`src/cspm_pkg.sv`:
```
// ----------------------------------------------------------------------------
// cspm_pkg - shared types and constants of the pixel mapper
// Field widths, register indexes, crop sequencer states and pipeline payloads.
// ----------------------------------------------------------------------------
package cspm_pkg;

	localparam int DIM_W       = 14;               // image dimension
	localparam int COORD_W     = 13;               // pixel coordinate
	localparam int OFF_W       = 28;               // byte offset
	localparam int PB_W        = 3;                // bytes per pixel
	localparam int IDX_W       = 3;                // register index
	localparam int CFG_DATA_W  = 14;               // widest register
	localparam int QUO_W       = DIM_W;            // scaled coordinate quotient
	localparam int PROD_W      = COORD_W + DIM_W;  // coordinate times crop size
	localparam int REM_W       = DIM_W + 1;        // divider partial remainder
	localparam int DIV_BITS    = 2;                // quotient bits per divider stage
	localparam int DIV_STAGES  = QUO_W / DIV_BITS;
	localparam int CNT_W       = $clog2(QUO_W);
	localparam int IN_TDATA_W  = 32;
	localparam int OUT_TDATA_W = 88;

	localparam logic [PB_W-1:0] PB_MIN = 3'd1;
	localparam logic [PB_W-1:0] PB_MAX = 3'd4;

	typedef enum logic [IDX_W-1:0] {
		REG_SRC_W,
		REG_SRC_H,
		REG_TGT_W,
		REG_TGT_H,
		REG_FILL,
		REG_FLIP,
		REG_PB
	} reg_idx_t;

	typedef enum logic [2:0] {
		CS_IDLE,
		CS_LOAD,
		CS_MUL_A,
		CS_MUL_B,
		CS_DIV,
		CS_FINISH
	} crop_state_t;

	// Effective configuration and precomputed crop window.
	typedef struct packed {
		logic [DIM_W-1:0] sw;
		logic [DIM_W-1:0] sh;
		logic [DIM_W-1:0] dw;
		logic [DIM_W-1:0] dh;
		logic             flip;
		logic [PB_W-1:0]  pb;
		logic [DIM_W-1:0] crop_w;
		logic [DIM_W-1:0] crop_h;
		logic [DIM_W-1:0] crop_x;
		logic [DIM_W-1:0] crop_y;
	} cfg_t;

	// One restoring-division lane: remainder and the dividend/quotient shifter.
	typedef struct packed {
		logic [REM_W-1:0] rem;
		logic [QUO_W-1:0] dq;
	} div_lane_t;

	typedef struct packed {
		div_lane_t          x;
		div_lane_t          y;
		logic [COORD_W-1:0] tx;
		logic [OFF_W-1:0]   tlin;
	} div_item_t;

endpackage

```
`src/cspm_cfg.sv`:
```
// ----------------------------------------------------------------------------
// cspm_cfg - register file and crop window sequencer
// Holds the registers, clamps them to legal values and recomputes the crop
// window after every write with one shared multiplier and a serial divider.
// ----------------------------------------------------------------------------
module cspm_cfg
	import cspm_pkg::*;
#(
	parameter int MAX_DIMENSION = 8192
) (
	input  logic                  clk,
	input  logic                  arst_n,
	input  logic                  wr_valid,
	output logic                  wr_ready,
	input  logic [IDX_W-1:0]      wr_index,
	input  logic [CFG_DATA_W-1:0] wr_data,
	output cfg_t                  cfg,
	output logic                  busy
);

	localparam logic [DIM_W:0] MAX_DIM = (DIM_W+1)'(MAX_DIMENSION);

	function automatic logic [DIM_W-1:0] eff_dim(input logic [DIM_W-1:0] v);
		logic [DIM_W-1:0] r;
		if (v == '0) begin
			r = DIM_W'(1);
		end else if ({1'b0, v} > MAX_DIM) begin
			r = MAX_DIM[DIM_W-1:0];
		end else begin
			r = v;
		end
		return r;
	endfunction

	logic [DIM_W-1:0] src_w_q, src_h_q, tgt_w_q, tgt_h_q;
	logic             fill_q, flip_q;
	logic [PB_W-1:0]  pb_q;

	logic [DIM_W-1:0] sw_q, sh_q, dw_q, dh_q;
	logic [PB_W-1:0]  pbe_q;

	crop_state_t       state_q, state_nxt;
	logic [2*DIM_W-1:0] prod_q;
	logic [2*DIM_W-1:0] mul_res;
	logic [DIM_W-1:0]   mul_a, mul_b;
	logic               gt_q;
	logic [REM_W-1:0]   rem_q;
	logic [QUO_W-1:0]   dq_q;
	logic [CNT_W-1:0]   cnt_q;
	logic [DIM_W-1:0]   divisor_q;
	logic [DIM_W-1:0]   crop_w_q, crop_h_q, crop_x_q, crop_y_q;

	logic               wr_fire;
	logic [REM_W-1:0]   shift_rem;
	logic               q_bit;
	logic [2*DIM_W-1:0] dividend;

	assign wr_ready = 1'b1;
	assign wr_fire  = wr_valid && wr_ready;

	// Register writes; unknown indexes drop.
	always_ff @(posedge clk or negedge arst_n) begin
		if (!arst_n) begin
			src_w_q <= DIM_W'(1);
			src_h_q <= DIM_W'(1);
			tgt_w_q <= DIM_W'(1);
			tgt_h_q <= DIM_W'(1);
			fill_q  <= 1'b0;
			flip_q  <= 1'b0;
			pb_q    <= PB_MAX;
		end else if (wr_fire) begin
			case (wr_index)
				REG_SRC_W: src_w_q <= wr_data[DIM_W-1:0];
				REG_SRC_H: src_h_q <= wr_data[DIM_W-1:0];
				REG_TGT_W: tgt_w_q <= wr_data[DIM_W-1:0];
				REG_TGT_H: tgt_h_q <= wr_data[DIM_W-1:0];
				REG_FILL:  fill_q  <= wr_data[0];
				REG_FLIP:  flip_q  <= wr_data[0];
				REG_PB:    pb_q    <= wr_data[PB_W-1:0];
				default: begin
				end
			endcase
		end
	end

	// Effective values, registered from the raw registers.
	always_ff @(posedge clk or negedge arst_n) begin
		if (!arst_n) begin
			sw_q  <= DIM_W'(1);
			sh_q  <= DIM_W'(1);
			dw_q  <= DIM_W'(1);
			dh_q  <= DIM_W'(1);
			pbe_q <= PB_MAX;
		end else begin
			sw_q <= eff_dim(src_w_q);
			sh_q <= eff_dim(src_h_q);
			dw_q <= eff_dim(tgt_w_q);
			dh_q <= eff_dim(tgt_h_q);
			if (pb_q == '0) begin
				pbe_q <= PB_MIN;
			end else if (pb_q > PB_MAX) begin
				pbe_q <= PB_MAX;
			end else begin
				pbe_q <= pb_q;
			end
		end
	end

	// Shared multiplier: source width times destination height first, then destination width times source height.
	assign mul_a   = (state_q == CS_MUL_A) ? sw_q : dw_q;
	assign mul_b   = (state_q == CS_MUL_A) ? dh_q : sh_q;
	assign mul_res = (2*DIM_W)'(mul_a) * (2*DIM_W)'(mul_b);

	assign dividend  = (prod_q > mul_res) ? mul_res : prod_q;
	assign shift_rem = {rem_q[DIM_W-1:0], dq_q[QUO_W-1]};
	assign q_bit     = shift_rem >= {1'b0, divisor_q};

	always_ff @(posedge clk or negedge arst_n) begin
		if (!arst_n) begin
			state_q <= CS_IDLE;
		end else begin
			state_q <= state_nxt;
		end
	end

	always_comb begin
		state_nxt = state_q;
		busy      = state_q != CS_IDLE;
		if (wr_fire) begin
			state_nxt = CS_LOAD;
		end else begin
			unique case (state_q)
				CS_IDLE:   state_nxt = CS_IDLE;
				CS_LOAD:   state_nxt = CS_MUL_A;
				CS_MUL_A:  state_nxt = CS_MUL_B;
				CS_MUL_B:  state_nxt = CS_DIV;
				CS_DIV:    state_nxt = (cnt_q == CNT_W'(QUO_W - 1)) ? CS_FINISH : CS_DIV;
				CS_FINISH: state_nxt = CS_IDLE;
				default:   state_nxt = CS_IDLE;
			endcase
		end
	end

	// Sequencer datapath.
	always_ff @(posedge clk) begin
		unique case (state_q)
			CS_MUL_A: begin
				prod_q <= mul_res;
			end
			CS_MUL_B: begin
				gt_q      <= prod_q > mul_res;
				divisor_q <= (prod_q > mul_res) ? dh_q : dw_q;
				rem_q     <= REM_W'(dividend[2*DIM_W-1:QUO_W]);
				dq_q      <= dividend[QUO_W-1:0];
				cnt_q     <= '0;
			end
			CS_DIV: begin
				rem_q <= q_bit ? (shift_rem - {1'b0, divisor_q}) : shift_rem;
				dq_q  <= {dq_q[QUO_W-2:0], q_bit};
				cnt_q <= cnt_q + CNT_W'(1);
			end
			default: begin
			end
		endcase
	end

	// Crop window; the reset value matches a one-pixel source mapped whole.
	always_ff @(posedge clk or negedge arst_n) begin
		if (!arst_n) begin
			crop_w_q <= DIM_W'(1);
			crop_h_q <= DIM_W'(1);
			crop_x_q <= '0;
			crop_y_q <= '0;
		end else if (state_q == CS_FINISH) begin
			if (!fill_q) begin
				crop_w_q <= sw_q;
				crop_h_q <= sh_q;
				crop_x_q <= '0;
				crop_y_q <= '0;
			end else if (gt_q) begin
				crop_w_q <= dq_q;
				crop_h_q <= sh_q;
				crop_x_q <= (sw_q - dq_q) >> 1;
				crop_y_q <= '0;
			end else begin
				crop_w_q <= sw_q;
				crop_h_q <= dq_q;
				crop_x_q <= '0;
				crop_y_q <= (sh_q - dq_q) >> 1;
			end
		end
	end

	always_comb begin
		cfg.sw     = sw_q;
		cfg.sh     = sh_q;
		cfg.dw     = dw_q;
		cfg.dh     = dh_q;
		cfg.flip   = flip_q;
		cfg.pb     = pbe_q;
		cfg.crop_w = crop_w_q;
		cfg.crop_h = crop_h_q;
		cfg.crop_x = crop_x_q;
		cfg.crop_y = crop_y_q;
	end

	a_write_restarts: assert property (@(posedge clk) disable iff (!arst_n)
		wr_fire |=> state_q == CS_LOAD)
		else $error("crop sequencer did not restart after a register write");

	a_div_count: assert property (@(posedge clk) disable iff (!arst_n)
		state_q == CS_FINISH |-> $past(state_q) == CS_DIV)
		else $error("crop sequencer finished without dividing");

	a_rem_bound: assert property (@(posedge clk) disable iff (!arst_n)
		state_q == CS_DIV |-> rem_q < {1'b0, divisor_q})
		else $error("crop divider remainder out of range");

endmodule

```
`src/cspm_front.sv`:
```
// ----------------------------------------------------------------------------
// cspm_front - coordinate clamp and scale products
// Saturates the destination coordinate, forms both scale products and the
// destination row base, and seeds the divider lanes.
// ----------------------------------------------------------------------------
module cspm_front
	import cspm_pkg::*;
(
	input  logic               clk,
	input  logic               arst_n,
	input  logic               in_valid,
	output logic               in_ready,
	input  logic [COORD_W-1:0] target_col,
	input  logic [COORD_W-1:0] target_row,
	input  cfg_t               cfg,
	output logic               out_valid,
	input  logic               out_ready,
	output div_item_t          out_item
);

	logic               valid_s1;
	div_item_t          item_s1;
	logic [COORD_W-1:0] tx_c, ty_c;
	logic [PROD_W-1:0]  prod_x, prod_y;
	div_item_t          item_nxt;

	assign tx_c = ({1'b0, target_col} >= cfg.dw) ? COORD_W'(cfg.dw - DIM_W'(1)) : target_col;
	assign ty_c = ({1'b0, target_row} >= cfg.dh) ? COORD_W'(cfg.dh - DIM_W'(1)) : target_row;

	assign prod_x = PROD_W'(tx_c) * PROD_W'(cfg.crop_w);
	assign prod_y = PROD_W'(ty_c) * PROD_W'(cfg.crop_h);

	always_comb begin
		item_nxt.x.rem = REM_W'(prod_x[PROD_W-1:QUO_W]);
		item_nxt.x.dq  = prod_x[QUO_W-1:0];
		item_nxt.y.rem = REM_W'(prod_y[PROD_W-1:QUO_W]);
		item_nxt.y.dq  = prod_y[QUO_W-1:0];
		item_nxt.tx    = tx_c;
		item_nxt.tlin  = OFF_W'(ty_c) * OFF_W'(cfg.dw);
	end

	assign in_ready  = !valid_s1 || out_ready;
	assign out_valid = valid_s1;
	assign out_item  = item_s1;

	always_ff @(posedge clk or negedge arst_n) begin
		if (!arst_n) begin
			valid_s1 <= 1'b0;
		end else if (in_ready) begin
			valid_s1 <= in_valid;
		end
	end

	always_ff @(posedge clk) begin
		if (in_ready && in_valid) begin
			item_s1 <= item_nxt;
		end
	end

endmodule

```
`src/cspm_div.sv`:
```
// ----------------------------------------------------------------------------
// cspm_div - pipelined restoring divider for both scaled coordinates
// Divides the column product by the destination width and the row product by
// the destination height, a fixed number of quotient bits per stage.
// ----------------------------------------------------------------------------
module cspm_div
	import cspm_pkg::*;
(
	input  logic      clk,
	input  logic      arst_n,
	input  logic      in_valid,
	output logic      in_ready,
	input  div_item_t in_item,
	input  cfg_t      cfg,
	output logic      out_valid,
	input  logic      out_ready,
	output div_item_t out_item
);

	function automatic div_lane_t div_step(input div_lane_t l, input logic [DIM_W-1:0] d);
		div_lane_t        r;
		logic [REM_W-1:0] sh;
		logic             qb;
		sh    = {l.rem[DIM_W-1:0], l.dq[QUO_W-1]};
		qb    = sh >= {1'b0, d};
		r.rem = qb ? (sh - {1'b0, d}) : sh;
		r.dq  = {l.dq[QUO_W-2:0], qb};
		return r;
	endfunction

	div_item_t              item_s [DIV_STAGES];
	logic [DIV_STAGES-1:0]  valid_s;
	logic [DIV_STAGES-1:0]  rdy;
	div_item_t              src    [DIV_STAGES];
	logic [DIV_STAGES-1:0]  src_valid;
	div_item_t              nxt    [DIV_STAGES];

	always_comb begin
		rdy[DIV_STAGES-1] = !valid_s[DIV_STAGES-1] || out_ready;
		for (int i = DIV_STAGES - 2; i >= 0; i--) begin
			rdy[i] = !valid_s[i] || rdy[i+1];
		end
	end

	always_comb begin
		src[0]       = in_item;
		src_valid[0] = in_valid;
		for (int i = 1; i < DIV_STAGES; i++) begin
			src[i]       = item_s[i-1];
			src_valid[i] = valid_s[i-1];
		end
	end

	always_comb begin
		for (int i = 0; i < DIV_STAGES; i++) begin
			nxt[i] = src[i];
			for (int b = 0; b < DIV_BITS; b++) begin
				nxt[i].x = div_step(nxt[i].x, cfg.dw);
				nxt[i].y = div_step(nxt[i].y, cfg.dh);
			end
		end
	end

	always_ff @(posedge clk or negedge arst_n) begin
		if (!arst_n) begin
			valid_s <= '0;
		end else begin
			for (int i = 0; i < DIV_STAGES; i++) begin
				if (rdy[i]) begin
					valid_s[i] <= src_valid[i];
				end
			end
		end
	end

	always_ff @(posedge clk) begin
		for (int i = 0; i < DIV_STAGES; i++) begin
			if (rdy[i] && src_valid[i]) begin
				item_s[i] <= nxt[i];
			end
		end
	end

	assign in_ready  = rdy[0];
	assign out_valid = valid_s[DIV_STAGES-1];
	assign out_item  = item_s[DIV_STAGES-1];

	a_rem_x: assert property (@(posedge clk) disable iff (!arst_n)
		valid_s[DIV_STAGES-1] |-> item_s[DIV_STAGES-1].x.rem < {1'b0, cfg.dw})
		else $error("column divider remainder not below destination width");

	a_rem_y: assert property (@(posedge clk) disable iff (!arst_n)
		valid_s[DIV_STAGES-1] |-> item_s[DIV_STAGES-1].y.rem < {1'b0, cfg.dh})
		else $error("row divider remainder not below destination height");

	a_quot_x: assert property (@(posedge clk) disable iff (!arst_n)
		valid_s[DIV_STAGES-1] && cfg.crop_w != '0 |->
			item_s[DIV_STAGES-1].x.dq < cfg.crop_w)
		else $error("scaled column outside the crop window");

endmodule

```
`src/cspm_back.sv`:
```
// ----------------------------------------------------------------------------
// cspm_back - crop offset, flip, bounds clamp and byte offsets
// Three stages: source coordinate, row-major index, byte offset scaling.
// ----------------------------------------------------------------------------
module cspm_back
	import cspm_pkg::*;
(
	input  logic               clk,
	input  logic               arst_n,
	input  logic               in_valid,
	output logic               in_ready,
	input  div_item_t          in_item,
	input  cfg_t               cfg,
	output logic               out_valid,
	input  logic               out_ready,
	output logic [COORD_W-1:0] source_col,
	output logic [COORD_W-1:0] source_row,
	output logic [OFF_W-1:0]   source_offset,
	output logic [OFF_W-1:0]   target_offset
);

	logic             valid_s1, valid_s2, valid_s3;
	logic             rdy1, rdy2, rdy3;
	logic [DIM_W-1:0] sx_s1, sy_s1, sx_s2, sy_s2, sx_s3, sy_s3;
	logic [OFF_W-1:0] tlin_s1, slin_s2, tlin_s2, soff_s3, toff_s3;

	logic [DIM_W:0]   sx_raw;
	logic [DIM_W+1:0] sy_raw;
	logic [DIM_W-1:0] sx_c, sy_c;

	assign rdy3     = !valid_s3 || out_ready;
	assign rdy2     = !valid_s2 || rdy3;
	assign rdy1     = !valid_s1 || rdy2;
	assign in_ready = rdy1;

	// Place the scaled coordinate in the crop; flip counts rows from the crop bottom.
	assign sx_raw = {1'b0, cfg.crop_x} + {1'b0, in_item.x.dq};
	always_comb begin
		if (cfg.flip) begin
			sy_raw = {2'b0, cfg.crop_y} + {2'b0, cfg.crop_h} - (DIM_W+2)'(1)
			         - {2'b0, in_item.y.dq};
		end else begin
			sy_raw = {2'b0, cfg.crop_y} + {2'b0, in_item.y.dq};
		end
	end

	assign sx_c = (sx_raw >= {1'b0, cfg.sw}) ? (cfg.sw - DIM_W'(1)) : sx_raw[DIM_W-1:0];

	always_comb begin
		if (sy_raw[DIM_W+1]) begin
			sy_c = '0;
		end else if (sy_raw >= {2'b0, cfg.sh}) begin
			sy_c = cfg.sh - DIM_W'(1);
		end else begin
			sy_c = sy_raw[DIM_W-1:0];
		end
	end

	always_ff @(posedge clk or negedge arst_n) begin
		if (!arst_n) begin
			valid_s1 <= 1'b0;
			valid_s2 <= 1'b0;
			valid_s3 <= 1'b0;
		end else begin
			if (rdy1) begin
				valid_s1 <= in_valid;
			end
			if (rdy2) begin
				valid_s2 <= valid_s1;
			end
			if (rdy3) begin
				valid_s3 <= valid_s2;
			end
		end
	end

	always_ff @(posedge clk) begin
		if (rdy1 && in_valid) begin
			sx_s1   <= sx_c;
			sy_s1   <= sy_c;
			tlin_s1 <= in_item.tlin + OFF_W'(in_item.tx);
		end
		if (rdy2 && valid_s1) begin
			sx_s2   <= sx_s1;
			sy_s2   <= sy_s1;
			slin_s2 <= OFF_W'(sy_s1) * OFF_W'(cfg.sw) + OFF_W'(sx_s1);
			tlin_s2 <= tlin_s1;
		end
		if (rdy3 && valid_s2) begin
			sx_s3   <= sx_s2;
			sy_s3   <= sy_s2;
			soff_s3 <= slin_s2 * OFF_W'(cfg.pb);
			toff_s3 <= tlin_s2 * OFF_W'(cfg.pb);
		end
	end

	assign out_valid     = valid_s3;
	assign source_col    = sx_s3[COORD_W-1:0];
	assign source_row    = sy_s3[COORD_W-1:0];
	assign source_offset = soff_s3;
	assign target_offset = toff_s3;

	a_col_bound: assert property (@(posedge clk) disable iff (!arst_n)
		valid_s1 |-> sx_s1 < cfg.sw)
		else $error("source column outside the source image");

	a_row_bound: assert property (@(posedge clk) disable iff (!arst_n)
		valid_s1 |-> sy_s1 < cfg.sh)
		else $error("source row outside the source image");

	a_no_flip_row: assert property (@(posedge clk) disable iff (!arst_n)
		valid_s1 && !cfg.flip && cfg.crop_h != '0 |-> sy_s1 >= cfg.crop_y)
		else $error("unflipped source row above the crop window");

endmodule

```
`src/crop_scale_flip_pixel_mapper_unit.sv`:
```
// ----------------------------------------------------------------------------
// crop_scale_flip_pixel_mapper_unit - nearest-neighbor scaling address generator
// Maps a destination pixel to the source pixel it copies and gives both
// row-major byte offsets, with optional aspect-fill crop and vertical flip.
// ----------------------------------------------------------------------------
// Usage:
//   Slave stream: one request per destination pixel (target_col, target_row).
//   Master stream: one result per request, in order (source_col, source_row,
//   source_offset, target_offset).
//   Configuration channel: cfg_index selects a register (0 source width,
//   1 source height, 2 target width, 3 target height, 4 fill mode, 5 row flip,
//   6 bytes per pixel); cfg_data carries the value. Write only while the
//   stream is drained.
//   Throughput: one request per clock while the master side is ready and no
//   crop recompute runs. Pipeline: 1 clamp/multiply stage, 7 divider stages of
//   two quotient bits each, 3 address stages.
//   After every register write, the crop sequencer runs (one shared multiplier,
//   then a bit-serial divider, 14 steps); s_axis_tready stays low meanwhile.
//   Reset values give a one-pixel source and destination, whole-source
//   mapping, no flip, four bytes per pixel; the crop reset matches so no
//   sequencer pass follows reset.
//   Backpressure: each stage holds its request while the next is full; a
//   stalled master side fills the bubbles and then stops the slave side.
//   Nothing is lost or repeated.
// ----------------------------------------------------------------------------
module crop_scale_flip_pixel_mapper_unit
	import cspm_pkg::*;
#(
	parameter int MAX_DIMENSION = 8192
) (
	input  logic                   clk,
	input  logic                   arst_n,
	input  logic                   s_axis_tvalid,
	output logic                   s_axis_tready,
	// [12:0] target_col, [25:13] target_row, [31:26] zero
	input  logic [IN_TDATA_W-1:0]  s_axis_tdata,
	output logic                   m_axis_tvalid,
	input  logic                   m_axis_tready,
	// [12:0] source_col, [25:13] source_row, [53:26] source_offset,
	// [81:54] target_offset, [87:82] zero
	output logic [OUT_TDATA_W-1:0] m_axis_tdata,
	input  logic                   cfg_valid,
	output logic                   cfg_ready,
	input  logic [IDX_W-1:0]       cfg_index,
	input  logic [CFG_DATA_W-1:0]  cfg_data
);

	cfg_t               cfg;
	logic               busy;
	logic               front_ready;
	logic               front_valid, div_in_ready;
	div_item_t          front_item;
	logic               div_valid, back_in_ready;
	div_item_t          div_item;
	logic [COORD_W-1:0] source_col, source_row;
	logic [OFF_W-1:0]   source_offset, target_offset;

	// Registers and crop window.
	cspm_cfg #(
		.MAX_DIMENSION (MAX_DIMENSION)
	) u_cfg (
		.clk      (clk),
		.arst_n   (arst_n),
		.wr_valid (cfg_valid),
		.wr_ready (cfg_ready),
		.wr_index (cfg_index),
		.wr_data  (cfg_data),
		.cfg      (cfg),
		.busy     (busy)
	);

	// Hold off requests while the crop window is recomputed.
	assign s_axis_tready = front_ready && !busy;

	cspm_front u_front (
		.clk        (clk),
		.arst_n     (arst_n),
		.in_valid   (s_axis_tvalid && !busy),
		.in_ready   (front_ready),
		.target_col (s_axis_tdata[COORD_W-1:0]),
		.target_row (s_axis_tdata[2*COORD_W-1:COORD_W]),
		.cfg        (cfg),
		.out_valid  (front_valid),
		.out_ready  (div_in_ready),
		.out_item   (front_item)
	);

	cspm_div u_div (
		.clk       (clk),
		.arst_n    (arst_n),
		.in_valid  (front_valid),
		.in_ready  (div_in_ready),
		.in_item   (front_item),
		.cfg       (cfg),
		.out_valid (div_valid),
		.out_ready (back_in_ready),
		.out_item  (div_item)
	);

	cspm_back u_back (
		.clk           (clk),
		.arst_n        (arst_n),
		.in_valid      (div_valid),
		.in_ready      (back_in_ready),
		.in_item       (div_item),
		.cfg           (cfg),
		.out_valid     (m_axis_tvalid),
		.out_ready     (m_axis_tready),
		.source_col    (source_col),
		.source_row    (source_row),
		.source_offset (source_offset),
		.target_offset (target_offset)
	);

	// Pack the result, first field lowest, zero fill to whole bytes.
	assign m_axis_tdata = {
		(OUT_TDATA_W - 2*COORD_W - 2*OFF_W)'(0),
		target_offset,
		source_offset,
		source_row,
		source_col
	};

	a_write_busy: assert property (@(posedge clk) disable iff (!arst_n)
		cfg_valid && cfg_ready |=> busy)
		else $error("register write did not start a crop recompute");

	a_crop_fits: assert property (@(posedge clk) disable iff (!arst_n)
		!busy |-> cfg.crop_w <= cfg.sw && cfg.crop_h <= cfg.sh)
		else $error("crop window larger than the source");

	a_whole_source: assert property (@(posedge clk) disable iff (!arst_n)
		!busy && !u_cfg.fill_q |-> cfg.crop_w == cfg.sw && cfg.crop_h == cfg.sh
			&& cfg.crop_x == '0 && cfg.crop_y == '0)
		else $error("crop window not the whole source with fill mode off");

endmodule

```
`config.mk`:
```
export PLATFORM = sky130hd
export DESIGN_NAME = crop_scale_flip_pixel_mapper_unit
export DESIGN_NICKNAME = d
export VERILOG_FILES = /design/src/cspm_pkg.sv /design/src/cspm_cfg.sv /design/src/cspm_front.sv /design/src/cspm_div.sv /design/src/cspm_back.sv /design/src/crop_scale_flip_pixel_mapper_unit.sv
export SDC_FILE = /design/constraint.sdc
export NUM_CORES = 2
export LEC_CHECK = 0
export ABC_AREA = 1
export BUFFER_PORTS_ARGS = -buffer_cell sky130_fd_sc_hd__buf_2
export CAP_MARGIN = 20
export CORE_MARGIN = 5
export CORE_UTILIZATION = 60
export DETAILED_ROUTE_END_ITERATION = 10
export GPL_ROUTABILITY_DRIVEN = 0
export MAX_ROUTING_LAYER = met4
export PLACE_DENSITY = 0.77
export SLEW_MARGIN = 0
export SYNTH_ARGS = -nofsm -noshare
export SYNTH_HDL_FRONTEND = slang
export SYNTH_SLANG_ARGS = --single-unit
```
`constraint.sdc`:
```
create_clock -name clk -period 9 [get_ports clk]
set_input_delay 2.25 -clock clk [delete_from_list [all_inputs] [get_ports clk]]
set_output_delay 2.25 -clock clk [all_outputs]
set_load 0.02 [all_outputs]
```
==> flow_metrics.tcl <==
set metrics [dict create \
    cpMostUsedCell "fa_1" \
    max_stage_delay_ns 0.55 \
    ctsHoldBuffers 0 \
    start_kind "register" \
    drt_pass1_iterations 9 \
    port_buffers 131 \
    yosys_warnings 0 \
    skew_ns 0.0457 \
    synth_compound_area_share_pct 9.66 \
    wire_per_inst_um 19.7 \
    synthTopCellsByArea "edfxtp_1 (30%), fa_1 (15%), ha_1 (12%), nand2_1 (8.6%), inv_1 (6.1%)" \
    dp.final_hpwl_mm 209 \
    synth_fa_ha_area_share_pct 27.5 \
    path_clk_slew_ns 0.07 \
    setup_viol_count_final 0 \
    postRouteWirelength_mm 277 \
    die_x_um 426 \
    cp.arrival_ns 9.28 \
    slew_headroom_pct 15.7 \
    synth.area.mux_share_pct 0.0108 \
    cts_made_buffers 131 \
    rows 152 \
    async_reset_ff_share_pct 15.4 \
    ys.flop_type "edfxtp_1" \
    synth_top_family_by_area "adder cells" \
    synth_xor_area_share_pct 4.80 \
    synth_edf_count 1033 \
    crit_family "adder cells" \
    finalNetCount 13500 \
    initial_core_util_pct 60.4 \
    synth_cell_types 80 \
    min_period_over_period_pct 96.9 \
    ys_seq_elements 1221 \
    end_kind "register" \
    synth_seq_area_share_pct 34.4 \
    timing.hold.ws_ns 0.398 \
    grt_pass1_wl_mm 437 \
    post_route_cells_drive_above_1_share_pct 7.01 \
    vias 82600 \
    cts_root_buffer "clkbuf_16" \
    drt_iter0_markers 8035 \
    cts_tree "built" \
    syn_to_final_growth_pct 8.46 \
    grt_pass1_vias 83100 \
    die_area_um2 182000 \
    syn_area_um2 104000 \
    worst_pin_slew_ns 1.25 \
    grt_max_degree 73 \
    synth-simple-area-share_pct 16.0 \
    min_path_type "register to register" \
    drcViolationCount 0 \
    final_cell_mix "nand2_1 (2,365), inv_1 (1,677), edfxtp_1 (1,033), ha_1 (1,032), fa_1 (778)" \
    cts_max_level 4 \
    crit_buf_inv 13 \
    syn_inst 11400 \
    maxSlewViolCount 0 \
    required_ns 9.55 \
    period_needed_ns 8.72 \
    layout_commonest_cell "nand2_1" \
    grt_overflow 0 \
    clk_latency_ns 0.82 \
    finalHoldViolations 0 \
    antenna_found_initial 7 \
    ios 145 \
    clkSinkCount 1221 \
    via_per_inst 5.88 \
    synth_top_area_share_pct 29.9 \
    maxCapViolCount 0 \
    cp_max_fo 10 \
    dpl-instance-area_um2 108000 \
    core_um2 172000 \
    globalRouteTotalUtil_pct 31.2 \
    synth_top_area_cell "edfxtp_1" \
    cp_slowest_cell "fa_1" \
    synth.avg_cell_area_um2 9.09 \
    die_h_um 426 \
    final_area_um2 113000 \
    fmax_mhz 115 \
    worst-setup-path-type "register to register" \
    postRouteAntennaNets 0 \
    status "completed" \
    clock_path_buffers 3 \
]
worst paths after layout:
kind / startpoint / to / slack (ns) / depth (start not counted)
min reg2reg: u_front.out_item[31]$_DFFE_PP_ / u_div.item_s[0][31]$_DFFE_PP_ / 0.40 / 0
max in group asynchronous: arst_n / u_cfg.crop_w_q[12]$_DFFE_PN0N_ / 6.13 / 2
max reg2reg: u_cfg.state_q[1]$_DFF_PN0_ / u_cfg.rem_q[9]$_DFFE_PN_ / 0.28 / 42
min: u_front.out_item[31]$_DFFE_PP_ / u_div.item_s[0][31]$_DFFE_PP_ / 0.40 / 0
min in group asynchronous: arst_n / u_div.valid_s[4]$_DFFE_PN0P_ / 1.45 / 1
max: u_cfg.state_q[1]$_DFF_PN0_ / u_cfg.rem_q[9]$_DFFE_PN_ / 0.28 / 42
final cells by class:
class	instances	area, µm²
multi-input combinational	8178	60400
fill	13100	59200
sequential	1221	35700
inverter	1738	6550
clock buffer	165	3490
tap	2310	2890
timing repair buffer	351	2540
clock inverter	75	1020
antenna	8	20.0
metal layers:
| metal | share of wire (%) | GRT usage (%) |
|---|---|---|
| met5 | 0 | - |
| met4 | 6.9 | 17.2 |
| met3 | 9.6 | 6.20 |
| met2 | 46 | 49.5 |
| met1 | 38 | 37.8 |
per-stage QoR:
| stage | setup TNS [ns] | util [%] | worst slack, ns | cells |
|---|---|---|---|---|
| 6_report | 0 | 65.5 | 0.278 | 14000 |
| 5_1_grt | -0.155 | 65.5 | -0.101 | 14000 |
| 3_5_place_dp | -0.213 | 62.7 | -0.128 | 13800 |
| 4_1_cts | 0 | 65.3 | 0.00439 | 14000 |
| 3_3_place_gp | 0 | 62.7 | 0.141 | 13800 |
| 2_1_floorplan | 0 | - | 0.780 | 11400 |
cell usage after synthesis, types with 21 or more instances:
master / n
a21o_1: 54
a21oi_1: 731
a31oi_1: 37
buf_2: 79
buf_4: 21
clkbuf_1: 157
dfrtp_1: 176
edfxtp_1: 1033
fa_1: 778
ha_1: 1036
inv_1: 1695
inv_2: 28
nand2_1: 2370
nand2_2: 26
nand3_1: 465
nand4_1: 99
nor2_1: 782
nor3_1: 95
nor4_1: 30
o2111ai_1: 26
o21ai_0: 650
o21ai_1: 76
o21bai_1: 43
or2_2: 30
xnor2_1: 228
xor2_1: 342
state kept, by name (all words and copies together), names as in the netlist, 28 cells and up:
register              count
u_back.tlin_s1           28
u_cfg.prod_q             28
u_back.target_offset     28
u_front.out_item         94
u_back.source_offset     28
u_back.tlin_s2           28
u_div.item_s            644
u_back.slin_s2           28
cell families (layout without fill, tap and decap cells):
group / Yosys count / count (layout)
and+or+nand+nor: 3986 / 3987
buffers and inverters: 2036 / 2329
adders and majority gates: 1814 / 1814
AOI/OAI and AO/OA: 1799 / 1799
DFF: 1221 / 1221
xor gates and xnor gates: 570 / 570
other: 2 / 15
muxes: 1 / 1
repair_timing:
| action | 4_1_cts | 5_1_grt |
|---|---|---|
| setup endpoints to repair | 23 | 43 |
| buffers inserted | 0 | 15 |
| pin swaps | 0 | 14 |
| gates resized for setup | 1 | 57 |
| cloned | 0 | 4 |
| endpoints found under the hold margin | 0 | 0 |
Power is left out: the tool's default activity adds up to more than one toggle a clock period on the data nets, which glitch-free logic cannot reach.
